--- config.mk ---
export PLATFORM = sky130hd
export DESIGN_NAME = adc_average_temperature_alarm
export DESIGN_NICKNAME = d
export VERILOG_FILES = /design/src/adcavg_pkg.sv /design/src/adcavg_ctrl.sv /design/src/adcavg_datapath.sv /design/src/adc_average_temperature_alarm.sv
export SDC_FILE = /design/constraint.sdc
export NUM_CORES = 1
export LEC_CHECK = 0
export ABC_CLOCK_PERIOD_IN_PS = 17900
export BUFFER_PORTS_ARGS = -buffer_cell sky130_fd_sc_hd__buf_2
export CAP_MARGIN = 5
export CORE_UTILIZATION = 50
export DETAILED_ROUTE_END_ITERATION = 7
export GPL_ROUTABILITY_DRIVEN = 0
export GPL_TIMING_DRIVEN = 0
export PLACE_DENSITY = 0.75
export SYNTH_ARGS = -nofsm -noshare
export SYNTH_HDL_FRONTEND = slang
export SYNTH_SLANG_ARGS = --single-unit
--- constraint.sdc ---
create_clock -name clk_i -period 17.9 [get_ports clk_i]
set_clock_uncertainty 0.05 [all_clocks]
set_input_delay 2.685 -clock clk_i [delete_from_list [all_inputs] [get_ports clk_i]]
set_output_delay 2.685 -clock clk_i [all_outputs]
set_load 0.005 [all_outputs]
--- src/adcavg_pkg.sv ---
package adcavg_pkg;

  // Default converter resolution
  localparam int unsigned SampleBitsDef = 10;

  // Stream and register port widths
  localparam int unsigned InTdataW  = 16;
  localparam int unsigned OutTdataW = 32;
  localparam int unsigned OutTuserW = 2;
  localparam int unsigned CfgIdxW   = 4;
  localparam int unsigned CfgDataW  = 16;

  // Register map
  localparam logic [CfgIdxW-1:0] RegSampleCount    = 4'd0;
  localparam logic [CfgIdxW-1:0] RegAlarmThreshold = 4'd1;

  localparam logic [7:0] SampleCountRst    = 8'd100;
  localparam logic [8:0] AlarmThresholdRst = 9'd40;

  // Scaling: full scale reads 500.00 degrees
  localparam int unsigned   QuotW           = 16;
  localparam logic [15:0]   HundredthsAtFull = 16'd50000;
  localparam logic [15:0]   DegreesAtFull    = 16'd500;
  localparam logic [15:0]   DisplayMax       = 16'd9999;
  localparam int unsigned   BinBits          = 14;
  localparam int unsigned   StepCntW         = 4;
  localparam logic [StepCntW-1:0] DivLastStep = StepCntW'(QuotW - 1);
  localparam logic [StepCntW-1:0] BcdLastStep = StepCntW'(BinBits - 1);

  typedef enum logic [3:0] {
    ST_ACCUM,
    ST_MUL_DEN,
    ST_MUL_NUM,
    ST_MUL_LHS,
    ST_MUL_RHS,
    ST_ALARM,
    ST_DIVIDE,
    ST_BCD_LOAD,
    ST_CONVERT,
    ST_DELIVER
  } state_e;

  typedef enum logic [2:0] {
    MUL_IDLE,
    MUL_DEN,
    MUL_NUM,
    MUL_LHS,
    MUL_RHS
  } mul_sel_e;

  typedef struct packed {
    logic     in_ready;
    mul_sel_e mul_sel;
    logic     alarm_upd;
    logic     div_load;
    logic     div_step;
    logic     bcd_load;
    logic     bcd_step;
    logic     out_load;
  } ctrl_cmd_t;

  typedef struct packed {
    logic block_end;
    logic out_free;
  } dp_status_t;

endpackage

--- src/adcavg_ctrl.sv ---
module adcavg_ctrl (
  input  logic                   clk_i,
  input  logic                   rst_ni,
  input  logic                   in_valid_i,
  input  adcavg_pkg::dp_status_t status_i,
  output adcavg_pkg::ctrl_cmd_t  cmd_o
);
  import adcavg_pkg::*;

  state_e               state_q, state_d;
  logic [StepCntW-1:0]  step_q, step_d;
  logic                 div_last, bcd_last;

  assign div_last = (step_q == DivLastStep);
  assign bcd_last = (step_q == BcdLastStep);

  always_ff @(posedge clk_i or negedge rst_ni) begin
    if (!rst_ni) begin
      state_q <= ST_ACCUM;
      step_q  <= '0;
    end else begin
      state_q <= state_d;
      step_q  <= step_d;
    end
  end

  // next state
  always_comb begin
    state_d = state_q;
    step_d  = '0;
    case (state_q)
      ST_ACCUM: begin
        if (in_valid_i && status_i.block_end) begin
          state_d = ST_MUL_DEN;
        end
      end
      ST_MUL_DEN:  state_d = ST_MUL_NUM;
      ST_MUL_NUM:  state_d = ST_MUL_LHS;
      ST_MUL_LHS:  state_d = ST_MUL_RHS;
      ST_MUL_RHS:  state_d = ST_ALARM;
      ST_ALARM:    state_d = ST_DIVIDE;
      ST_DIVIDE: begin
        if (div_last) begin
          state_d = ST_BCD_LOAD;
        end else begin
          step_d = step_q + 1'b1;
        end
      end
      ST_BCD_LOAD: state_d = ST_CONVERT;
      ST_CONVERT: begin
        if (bcd_last) begin
          state_d = ST_DELIVER;
        end else begin
          step_d = step_q + 1'b1;
        end
      end
      ST_DELIVER: begin
        if (status_i.out_free) begin
          state_d = ST_ACCUM;
        end
      end
      default: state_d = ST_ACCUM;
    endcase
  end

  // outputs
  always_comb begin
    cmd_o = '{in_ready: 1'b0, mul_sel: MUL_IDLE, alarm_upd: 1'b0, div_load: 1'b0,
              div_step: 1'b0, bcd_load: 1'b0, bcd_step: 1'b0, out_load: 1'b0};
    case (state_q)
      ST_ACCUM:    cmd_o.in_ready = 1'b1;
      ST_MUL_DEN:  cmd_o.mul_sel  = MUL_DEN;
      ST_MUL_NUM:  cmd_o.mul_sel  = MUL_NUM;
      ST_MUL_LHS:  cmd_o.mul_sel  = MUL_LHS;
      ST_MUL_RHS:  cmd_o.mul_sel  = MUL_RHS;
      ST_ALARM: begin
        cmd_o.alarm_upd = 1'b1;
        cmd_o.div_load  = 1'b1;
      end
      ST_DIVIDE:   cmd_o.div_step = 1'b1;
      ST_BCD_LOAD: cmd_o.bcd_load = 1'b1;
      ST_CONVERT:  cmd_o.bcd_step = 1'b1;
      ST_DELIVER:  cmd_o.out_load = status_i.out_free;
      default:     cmd_o.in_ready = 1'b0;
    endcase
  end

endmodule

--- src/adcavg_datapath.sv ---
module adcavg_datapath #(
  parameter int unsigned SAMPLE_BITS = adcavg_pkg::SampleBitsDef
) (
  input  logic                                clk_i,
  input  logic                                rst_ni,
  input  logic                                cfg_we_i,
  input  logic [adcavg_pkg::CfgIdxW-1:0]      cfg_index_i,
  input  logic [adcavg_pkg::CfgDataW-1:0]     cfg_data_i,
  input  logic                                in_valid_i,
  input  logic [SAMPLE_BITS-1:0]              sample_i,
  input  adcavg_pkg::ctrl_cmd_t               cmd_i,
  output adcavg_pkg::dp_status_t              status_o,
  output logic                                out_valid_o,
  input  logic                                out_ready_i,
  output logic [adcavg_pkg::OutTdataW-1:0]    out_data_o,
  output logic [adcavg_pkg::OutTuserW-1:0]    out_user_o
);
  import adcavg_pkg::*;

  localparam int unsigned SumW  = SAMPLE_BITS + 8;
  localparam int unsigned DenW  = SAMPLE_BITS + 9;
  localparam int unsigned NumW  = SumW + QuotW;
  localparam int unsigned LhsW  = SumW + 9;
  localparam int unsigned RhsW  = DenW + 9;
  localparam int unsigned ProdW = DenW + 16;
  localparam logic [SAMPLE_BITS-1:0] FullScale = {SAMPLE_BITS{1'b1}};

  // configuration
  logic [7:0] count_q;
  logic [8:0] thresh_q;

  always_ff @(posedge clk_i or negedge rst_ni) begin
    if (!rst_ni) begin
      count_q  <= SampleCountRst;
      thresh_q <= AlarmThresholdRst;
    end else if (cfg_we_i) begin
      case (cfg_index_i)
        RegSampleCount:    count_q  <= cfg_data_i[7:0];
        RegAlarmThreshold: thresh_q <= cfg_data_i[8:0];
        default: ;
      endcase
    end
  end

  // accumulation
  logic            acc_en;
  logic [SumW-1:0] sum_q, sum_add;
  logic [7:0]      idx_q, idx_inc, count_eff;

  assign acc_en    = in_valid_i && cmd_i.in_ready;
  assign idx_inc   = idx_q + 8'd1;
  assign count_eff = (count_q == 8'd0) ? 8'd1 : count_q;
  assign sum_add   = sum_q + SumW'(sample_i);
  // counter wraps to zero only after 256 samples
  assign status_o.block_end = (idx_inc == 8'd0) || (idx_inc >= count_eff);

  always_ff @(posedge clk_i or negedge rst_ni) begin
    if (!rst_ni) begin
      sum_q <= '0;
      idx_q <= '0;
    end else if (acc_en) begin
      if (status_o.block_end) begin
        sum_q <= '0;
        idx_q <= '0;
      end else begin
        sum_q <= sum_add;
        idx_q <= idx_inc;
      end
    end
  end

  logic [SumW-1:0] blk_sum_q;
  logic [8:0]      n_q;

  always_ff @(posedge clk_i) begin
    if (acc_en && status_o.block_end) begin
      blk_sum_q <= sum_add;
      n_q       <= {idx_inc == 8'd0, idx_inc};
    end
  end

  // shared multiplier
  logic [DenW-1:0]  mul_a;
  logic [15:0]      mul_b;
  logic [ProdW-1:0] prod;
  logic [DenW-1:0]  den_q;
  logic [NumW-1:0]  num_q;
  logic [LhsW-1:0]  lhs_q;
  logic [RhsW-1:0]  rhs_q;

  always_comb begin
    mul_a = '0;
    mul_b = '0;
    case (cmd_i.mul_sel)
      MUL_DEN: begin
        mul_a = DenW'(FullScale);
        mul_b = 16'(n_q);
      end
      MUL_NUM: begin
        mul_a = DenW'(blk_sum_q);
        mul_b = HundredthsAtFull;
      end
      MUL_LHS: begin
        mul_a = DenW'(blk_sum_q);
        mul_b = DegreesAtFull;
      end
      MUL_RHS: begin
        mul_a = den_q;
        mul_b = 16'(thresh_q);
      end
      default: ;
    endcase
  end

  assign prod = ProdW'(mul_a) * ProdW'(mul_b);

  always_ff @(posedge clk_i) begin
    case (cmd_i.mul_sel)
      MUL_DEN: den_q <= prod[DenW-1:0];
      MUL_NUM: num_q <= prod[NumW-1:0];
      MUL_LHS: lhs_q <= prod[LhsW-1:0];
      MUL_RHS: rhs_q <= prod[RhsW-1:0];
      default: ;
    endcase
  end

  // latched alarm; equality keeps it
  logic alarm_q;

  always_ff @(posedge clk_i or negedge rst_ni) begin
    if (!rst_ni) begin
      alarm_q <= 1'b0;
    end else if (cmd_i.alarm_upd) begin
      if (RhsW'(lhs_q) > rhs_q) begin
        alarm_q <= 1'b1;
      end else if (RhsW'(lhs_q) < rhs_q) begin
        alarm_q <= 1'b0;
      end
    end
  end

  // restoring divider, one quotient bit a cycle; the quotient fits in QuotW bits
  // so the top part of the numerator already sits below the divisor
  logic [DenW-1:0]  rem_q;
  logic [QuotW-1:0] quo_q;
  logic [DenW:0]    trial;
  logic             fits;

  assign trial = {rem_q, quo_q[QuotW-1]};
  assign fits  = (trial >= {1'b0, den_q});

  always_ff @(posedge clk_i) begin
    if (cmd_i.div_load) begin
      rem_q <= DenW'(num_q[NumW-1:QuotW]);
      quo_q <= num_q[QuotW-1:0];
    end else if (cmd_i.div_step) begin
      rem_q <= fits ? DenW'(trial - {1'b0, den_q}) : trial[DenW-1:0];
      quo_q <= {quo_q[QuotW-2:0], fits};
    end
  end

  // saturate, then double dabble one bit a cycle
  logic               over_q;
  logic [BinBits-1:0] bin_q;
  logic [15:0]        bcd_q, bcd_adj;

  always_comb begin
    for (int d = 0; d < 4; d++) begin
      bcd_adj[d*4 +: 4] = (bcd_q[d*4 +: 4] >= 4'd5) ? bcd_q[d*4 +: 4] + 4'd3
                                                     : bcd_q[d*4 +: 4];
    end
  end

  always_ff @(posedge clk_i) begin
    if (cmd_i.bcd_load) begin
      over_q <= (quo_q > DisplayMax);
      bin_q  <= (quo_q > DisplayMax) ? DisplayMax[BinBits-1:0] : quo_q[BinBits-1:0];
      bcd_q  <= '0;
    end else if (cmd_i.bcd_step) begin
      bcd_q <= {bcd_adj[14:0], bin_q[BinBits-1]};
      bin_q <= {bin_q[BinBits-2:0], 1'b0};
    end
  end

  // output register
  logic out_valid_q;

  assign status_o.out_free = !out_valid_q || out_ready_i;
  assign out_valid_o       = out_valid_q;

  always_ff @(posedge clk_i or negedge rst_ni) begin
    if (!rst_ni) begin
      out_valid_q <= 1'b0;
    end else if (cmd_i.out_load) begin
      out_valid_q <= 1'b1;
    end else if (out_ready_i) begin
      out_valid_q <= 1'b0;
    end
  end

  always_ff @(posedge clk_i) begin
    if (cmd_i.out_load) begin
      out_data_o <= {bcd_q[3:0], bcd_q[7:4], bcd_q[11:8], bcd_q[15:12], quo_q};
      out_user_o <= {alarm_q, over_q};
    end
  end

endmodule

--- src/adc_average_temperature_alarm.sv ---
// Channel   Dir  Beat contents (low bits first)
// s_axis    in   tdata: adc_sample
// m_axis    out  tdata: temp_hundredths, digit_thousands, digit_hundreds,
//                        digit_tens, digit_units; tuser: over_range, alarm_on
// cfg       in   cfg_index_i selects sample_count (0) or alarm_threshold (1)
//
// A sample that does not end a block leaves the input ready for the next sample.
// The sample that ends a block starts a run on one shared multiplier
// (4 products), a 16-step restoring divider and a 14-step BCD converter;
// input is held off until the result enters the output register.
// m_axis stalls only delay that load; input stays held off meanwhile.
// rst_ni clears the sum, the counter and the alarm; registers return to 100 and 40.
module adc_average_temperature_alarm #(
  parameter int unsigned SAMPLE_BITS = adcavg_pkg::SampleBitsDef
) (
  input  logic                                clk_i,
  input  logic                                rst_ni,
  input  logic                                s_axis_tvalid_i,
  output logic                                s_axis_tready_o,
  input  logic [adcavg_pkg::InTdataW-1:0]     s_axis_tdata_i,  // [9:0] adc_sample
  output logic                                m_axis_tvalid_o,
  input  logic                                m_axis_tready_i,
  // [15:0] temp_hundredths, [19:16] digit_thousands, [23:20] digit_hundreds,
  // [27:24] digit_tens, [31:28] digit_units
  output logic [adcavg_pkg::OutTdataW-1:0]    m_axis_tdata_o,
  output logic [adcavg_pkg::OutTuserW-1:0]    m_axis_tuser_o,  // [0] over_range, [1] alarm_on
  input  logic                                cfg_valid_i,
  output logic                                cfg_ready_o,
  input  logic [adcavg_pkg::CfgIdxW-1:0]      cfg_index_i,
  input  logic [adcavg_pkg::CfgDataW-1:0]     cfg_data_i
);
  import adcavg_pkg::*;

  ctrl_cmd_t  cmd;
  dp_status_t status;

  assign cfg_ready_o     = 1'b1;
  assign s_axis_tready_o = cmd.in_ready;

  adcavg_ctrl u_ctrl (
    .clk_i      (clk_i),
    .rst_ni     (rst_ni),
    .in_valid_i (s_axis_tvalid_i),
    .status_i   (status),
    .cmd_o      (cmd)
  );

  adcavg_datapath #(
    .SAMPLE_BITS (SAMPLE_BITS)
  ) u_datapath (
    .clk_i       (clk_i),
    .rst_ni      (rst_ni),
    .cfg_we_i    (cfg_valid_i),
    .cfg_index_i (cfg_index_i),
    .cfg_data_i  (cfg_data_i),
    .in_valid_i  (s_axis_tvalid_i),
    .sample_i    (s_axis_tdata_i[SAMPLE_BITS-1:0]),
    .cmd_i       (cmd),
    .status_o    (status),
    .out_valid_o (m_axis_tvalid_o),
    .out_ready_i (m_axis_tready_i),
    .out_data_o  (m_axis_tdata_o),
    .out_user_o  (m_axis_tuser_o)
  );

endmodule

### After elaboration in Yosys (flattened, before gate mapping)

Cells that the tools add are included.

| operators by class | value |
|---|---|
| multiply operators | 1 |
| mux-type cells | 36 |
| order comparisons | 9 |
| reductions and logical operators | 19 |
| add/subtract/negate cells | 8 |
| eq/ne operators | 20 |

Operator list:

| operator | number |
|---|---|
| $pmux W16 S4 | 1 |
| $pmux W19 S3 | 1 |
| $mux W18 | 3 |
| $mux W14 | 3 |
| $pmux W4 S10 | 1 |
| $mux W4 | 9 |
| $mul A19 B16 Y34 | 1 |
| $mux W16 | 2 |
| $gt A27 B28 Y1 | 1 |
| $lt A27 B28 Y1 | 1 |
| $ge A20 B19 Y1 | 1 |
| $mux W19 | 1 |
| $sub A19 B19 Y19 | 1 |
| $add A18 B10 Y18 | 1 |
| $eq A4 B3 Y1 const B | 4 |
| $eq A4 B4 Y1 const B | 4 |
| $ge A4 B3 Y1 const B | 4 |
| $gt A16 B14 Y1 const B | 1 |
| $logic_not A8 Y1 | 2 |
| $mux W8 | 2 |
| $add A4 B2 Y4 const B | 3 |
| $pmux W3 S4 | 1 |
| $mux W1 | 9 |
| $add A8 B1 Y8 const B | 1 |
| other kinds (20) | 35 |

| word-level totals | value |
|---|---|
| output and inout port bits | 37 |
| word-level logic and storage cells | 115 |
| register bits after elaboration | 288 |
| input port bits | 41 |

### Logic depth before layout (Yosys ltp)

| logic depth | value |
|---|---|
| depth after elaboration | 7 |
| gate-level depth with buffers | 30 |
| depth with buffers taken out | 27 |

### Modules after synthesis

Synthesis repeated with hierarchy kept, for this count alone.

| second synthesis, totals | value |
|---|---|
| cell total of the unflattened synthesis | 2103 |
| area total of the unflattened synthesis | 21779.6 um^2 |

By module, submodules not included:

| module | times used | cells each | sequential area each (um^2) | area each (um^2) |
|---|---|---|---|---|
| adcavg_datapath | 1 | 2045 | 8018.9 | 21241.6 |
| adcavg_ctrl | 1 | 56 | 200.2 | 526.8 |
| adc_average_temperature_alarm | 1 | 2 | 0.0 | 11.3 |

### Worst setup path after synthesis

Ideal clock, no wire load.

| path | value |
|---|---|
| path kind | flip-flop to flip-flop |
| start point | reg u_ctrl.state_q[0] |
| end point | reg u_datapath.num_q[31], data pin |
| library setup time | 262 ps |
| data arrival time | 7407 ps |
| data required time | 17588 ps |
| setup slack | 10182 ps |
| path buffers | 4 |
| stages on the path, launching flop included | 26 |
| cell sequence | dfrtp_1 -> clkbuf_1 -> nor3_1 -> clkbuf_1 -> clkbuf_1 -> a22o_1 -> nand2_1 -> fa_1 -> fa_1 -> fa_1 -> fa_1 -> inv_1 -> fa_1 -> inv_1 -> fa_1 -> inv_1 -> ha_1 -> clkbuf_1 -> o21a_1 -> o21ai_1 -> nor2_1 -> a2111oi_0 -> nor2_1 -> o41ai_4 -> o21ai_1 -> xor2_1 |

| on the way | value |
|---|---|
| longest elaborated chain between the ends | 6 |

RTL lines:

| element | line | RTL |
|---|---|---|
| start: declaration | adcavg_ctrl.sv:10 | `state_e state_q, state_d;` |
| start signal: assignment | adcavg_ctrl.sv:22 | `state_q <= state_d;` |
| $eq A4 B3 Y1 (tied with other cells) | adcavg_ctrl.sv:70 | `case (state_q)` |
| $pmux W3 S4 * | adcavg_ctrl.sv:70 |  |
| $eq A3 B2 Y1 | adcavg_datapath.sv:94 | `case (cmd_i.mul_sel)` |
| $reduce_or A2 Y1 (no line) | - |  |
| $pmux W19 S3 | adcavg_datapath.sv:94 |  |
| $mul A19 B16 Y34 * | adcavg_datapath.sv:115 | `assign prod = ProdW'(mul_a) * ProdW'(mul_b);` |
| via u_datapath.prod[31] | adcavg_datapath.sv:85 | `logic [ProdW-1:0] prod;` |
| end signal: assignment | adcavg_datapath.sv:120 | `MUL_NUM: num_q <= prod[NumW-1:0];` |
| end: declaration | adcavg_datapath.sv:87 | `logic [NumW-1:0] num_q;` |

The timed path passes the listed nets; every way through them passes the cells marked *.
A chain may end at the register's enable or synchronous reset.

### Worst setup path in the final report

| path | value |
|---|---|
| start point | reg u_ctrl.state_q[3] |
| end point | reg u_datapath.num_q[31], data pin |

The elaborated chain is that of the path after synthesis.

==> impl_metrics.env <==
export IMPL_outcome="completed"
export IMPL_layout_commonest_cell="inv_1"
export IMPL_nets=2671
export IMPL_drc=0
export IMPL_r2r_end="u_datapath.num_q[31]$_DFFE_PP_"
export IMPL_crit_required_ns=18.18
export IMPL_min_period_ns=9.30
export IMPL_vias=16000
export IMPL_worst_pin_slew_ns=1.23
export IMPL_overflow=0
export IMPL_whs_endpoint="u_datapath.out_user_o[0]$_DFFE_PP_"
export IMPL_rsz0062_at_grt="false"
export IMPL_synth_edf_count=218
export IMPL_synth_flop_cell="edfxtp_1"
export IMPL_cts_root_buffer="clkbuf_16"
export IMPL_drv_cap=0
export IMPL_critPathKind="flip-flop to flip-flop"
export IMPL_multi_input_area_mm2=0.0120
export IMPL_die_y_um=211
export IMPL_r2r_start="u_ctrl.state_q[3]$_DFFE_PN0P_"
export IMPL_start_kind="flip-flop"
export IMPL_area_delta_synth_final_pct=9.93
export IMPL_fin_crit_sh_pct=52.0
export IMPL_slew_limit_headroom_pct=17.7
export IMPL_syn_avg_cell_area_um2=10.2
export IMPL_rows=76
export IMPL_drt_iter0_markers=1404
export IMPL_coreArea_mm2=0.0431
export IMPL_synth_warnings=0
export IMPL_avgViaCountPerCell=5.63
export IMPL_finalMaxSlewViolations=0
export IMPL_grt_pass1_vias=16000
export IMPL_hold_viol_final=0
export IMPL_holdCritStartpoint="u_datapath.over_q$_DFFE_PP_"
export IMPL_die_x_um=211
export IMPL_die_area_mm2=0.0444
export IMPL_antenna_found_initial=0
export IMPL_ctsHtreeMaxLevel=1
export IMPL_cp_startpoint="u_ctrl.state_q[3]$_DFFE_PN0P_"
export IMPL_r2r_slack_ns=8.60
export IMPL_clkTransAtPathRegs_ns=0.07
export IMPL_clock_path_buffers=3
export IMPL_critPathCaptureType="flip-flop"
export IMPL_syn_inst=2141
export IMPL_finalSetupTns_ns=0
export IMPL_setup_viol=0
export IMPL_io_buffers=63
export IMPL_nFillCells=3525
export IMPL_fmax_mhz=107
export IMPL_grt_pass1_wl_um=82600
export IMPL_cts_setup_buffers=0
export IMPL_initial_utilization_pct=50.6
export IMPL_seqCellArea_mm2=0.00822
export IMPL_ctsHoldBuffers=0
export IMPL_drive_above_1_share_pct=7.90
export IMPL_cp_arrival_ns=9.58
export IMPL_postRouteWirelength_um=52300
export IMPL_synth_ff_latch_count=288
export IMPL_worst_hold_path_num_cells=0
export IMPL_drt_pass1_iterations=6
export IMPL_pin_count=78
export IMPL_ys_types=86
export IMPL_synth_async_reset_ratio_pct=18.4
export IMPL_ys_seq_area_share_pct=37.7
export IMPL_post_drt_wl_per_cell_um=18.3
export IMPL_cts_num_sinks=288
export IMPL_antenna_cells=0
export IMPL_final_cell_mix="inv_1, nand2_1, ha_1"
export IMPL_numCtsBuffers=29
export IMPL_cts_resized=0
export IMPL_insertion_delay_ns=0.59
export IMPL_grt_total_usage_pct=23.6
export IMPL_hpwlAfterDp_um=41300
export IMPL_ant_nets=0
export IMPL_crit_fanout=32
export IMPL_cts_tree="yes"
export IMPL_grt_max_degree=54
export IMPL_design_area_mm2=0.0240
export IMPL_hold_class="flip-flop to flip-flop"
export IMPL_synth_area_mm2=0.0218
export IMPL_placed_area_mm2=0.0229
export IMPL_reg2regPathDepth=27
## cells in the mapped netlist, types with 8 or more instances
| cell | instances | share of area (%) |
|---|---|---|
| o21ai_0 | 75 | 1.7 |
| dfrtp_1 | 48 | 5.5 |
| nand2b_1 | 18 | 0.52 |
| a22oi_1 | 11 | 0.38 |
| nor3_1 | 20 | 0.46 |
| fa_1 | 161 | 15 |
| a22o_1 | 15 | 0.60 |
| a21o_1 | 39 | 1.3 |
| nand3_1 | 30 | 0.69 |
| inv_1 | 324 | 5.6 |
| edfxtp_1 | 218 | 30 |
| o31ai_1 | 11 | 0.38 |
| a21oi_1 | 102 | 2.3 |
| nand2_1 | 251 | 4.3 |
| nand4_1 | 14 | 0.40 |
| and3_1 | 9 | 0.26 |
| xnor2_1 | 52 | 2.1 |
| nor2b_1 | 16 | 0.46 |
| or2_2 | 14 | 0.40 |
| nor2_1 | 192 | 3.3 |
| dfxtp_1 | 17 | 1.6 |
| clkbuf_1 | 62 | 1.1 |
| mux2_2 | 12 | 0.62 |
| a31oi_1 | 8 | 0.23 |
| ha_1 | 227 | 13 |
| a211oi_1 | 8 | 0.28 |
| o21ai_1 | 10 | 0.23 |
| xor2_1 | 22 | 0.88 |
| mux2i_1 | 11 | 0.51 |
## per-layer routing
| layer | GRT usage (%) | part of all wire (%) | vias up |
|---|---|---|---|
| met3 | 4.43 | 8.6 | 152 |
| met5 | 0 | 0 | - |
| met1 | 29.8 | 40 | 7708 |
| met2 | 39.8 | 48 | 763 |
| met4 | 9.92 | 4.2 | 0 |
| li1 | - | - | 7414 |
## worst max path at each step
stage,to
after CTS,u_datapath.num_q[31]$_DFFE_PP_
after global placement,u_datapath.num_q[33]$_DFFE_PP_
after detailed placement,u_datapath.num_q[31]$_DFFE_PP_
after global routing,u_datapath.num_q[31]$_DFFE_PP_
final,u_datapath.num_q[31]$_DFFE_PP_
after floorplan,u_datapath.num_q[31]$_DFFE_PP_
## metrics by stage
stage / hold WS, ns / utilization, % / instances / setup WS, ns
6_report: 0.372 / 55.6 / 2850 / 8.60
5_1_grt: 0.379 / 55.6 / 2850 / 8.28
4_1_cts: 0.377 / 55.5 / 2848 / 8.73
3_5_place_dp: 0.360 / 53.3 / 2794 / 8.75
3_3_place_gp: 0.352 / 53.0 / 2790 / 8.30
2_1_floorplan: 0.350 / - / 2142 / 10.18
## state kept, by name, indices dropped and copies added, names as in the netlist
| signal | cells |
|---|---|
| u_datapath.num_q | 34 |
| u_datapath.idx_q | 8 |
| u_datapath.thresh_q | 9 |
| u_datapath.n_q | 9 |
| u_datapath.sum_q | 18 |
| u_datapath.quo_q | 16 |
| u_datapath.out_user_o | 2 |
| u_datapath.lhs_q | 27 |
| u_datapath.rem_q | 19 |
| u_datapath.out_data_o | 32 |
| u_datapath.over_q | 1 |
| u_datapath.bin_q | 14 |
| u_ctrl.state_q | 4 |
| u_datapath.count_q | 8 |
| u_datapath.den_q | 19 |
| u_ctrl.step_q | 4 |
| u_datapath.bcd_q | 16 |
| u_datapath.rhs_q | 28 |
| u_datapath.out_valid_o | 1 |
| u_datapath.blk_sum_q | 18 |
| u_datapath.alarm_q | 1 |
## kinds of logic (layout without fill, tap and decap cells)
family / count (synthesis) / in the layout / share of synthesized area [%]
flip-flops: 288 / 288 / 37.7
multiplexers: 23 / 23 / 1.13
other: 2 / 3 / 0.0345
adder cells (fa/ha/maj): 388 / 388 / 27.8
XOR/XNOR: 74 / 74 / 2.97
AO/OA/AOI/OAI: 363 / 363 / 11.2
buffers and inverters: 403 / 526 / 7.11
AND/OR/NAND/NOR: 600 / 600 / 12.0
## area by class of cell
class | count | share of cell area (%)
Multi-Input combinational cell | 1451 | 50.2
Sequential cell | 288 | 34.3
Inverter | 324 | 5.08
Clock buffer | 42 | 3.40
Tap cell | 585 | 3.06
Timing Repair Buffer | 69 | 1.87
Buffer | 79 | 1.40
Clock inverter | 12 | 0.669
## critical path, cell delays in order (launching register included)
cell	delay, ns
dfrtp_1	0.34
clkbuf_1	0.46
nor2_1	0.12
and3_1	0.20
clkbuf_2	0.53
a221oi_2	0.95
clkbuf_1	0.52
nor2_1	0.15
fa_1	0.52
inv_1	0.05
fa_1	0.49
fa_1	0.45
fa_1	0.55
inv_1	0.05
fa_1	0.50
inv_1	0.07
fa_1	0.53
inv_1	0.04
ha_1	0.28
clkbuf_1	0.19
a21oi_1	0.21
nor2b_1	0.19
nor3_1	0.09
a2111oi_0	0.58
nor2_1	0.24
o41ai_4	0.39
o21ai_1	0.15
xor2_1	0.16
Power is left out: the tool's default activity adds up to more than one toggle a clock period on the data nets, which glitch-free logic cannot reach.
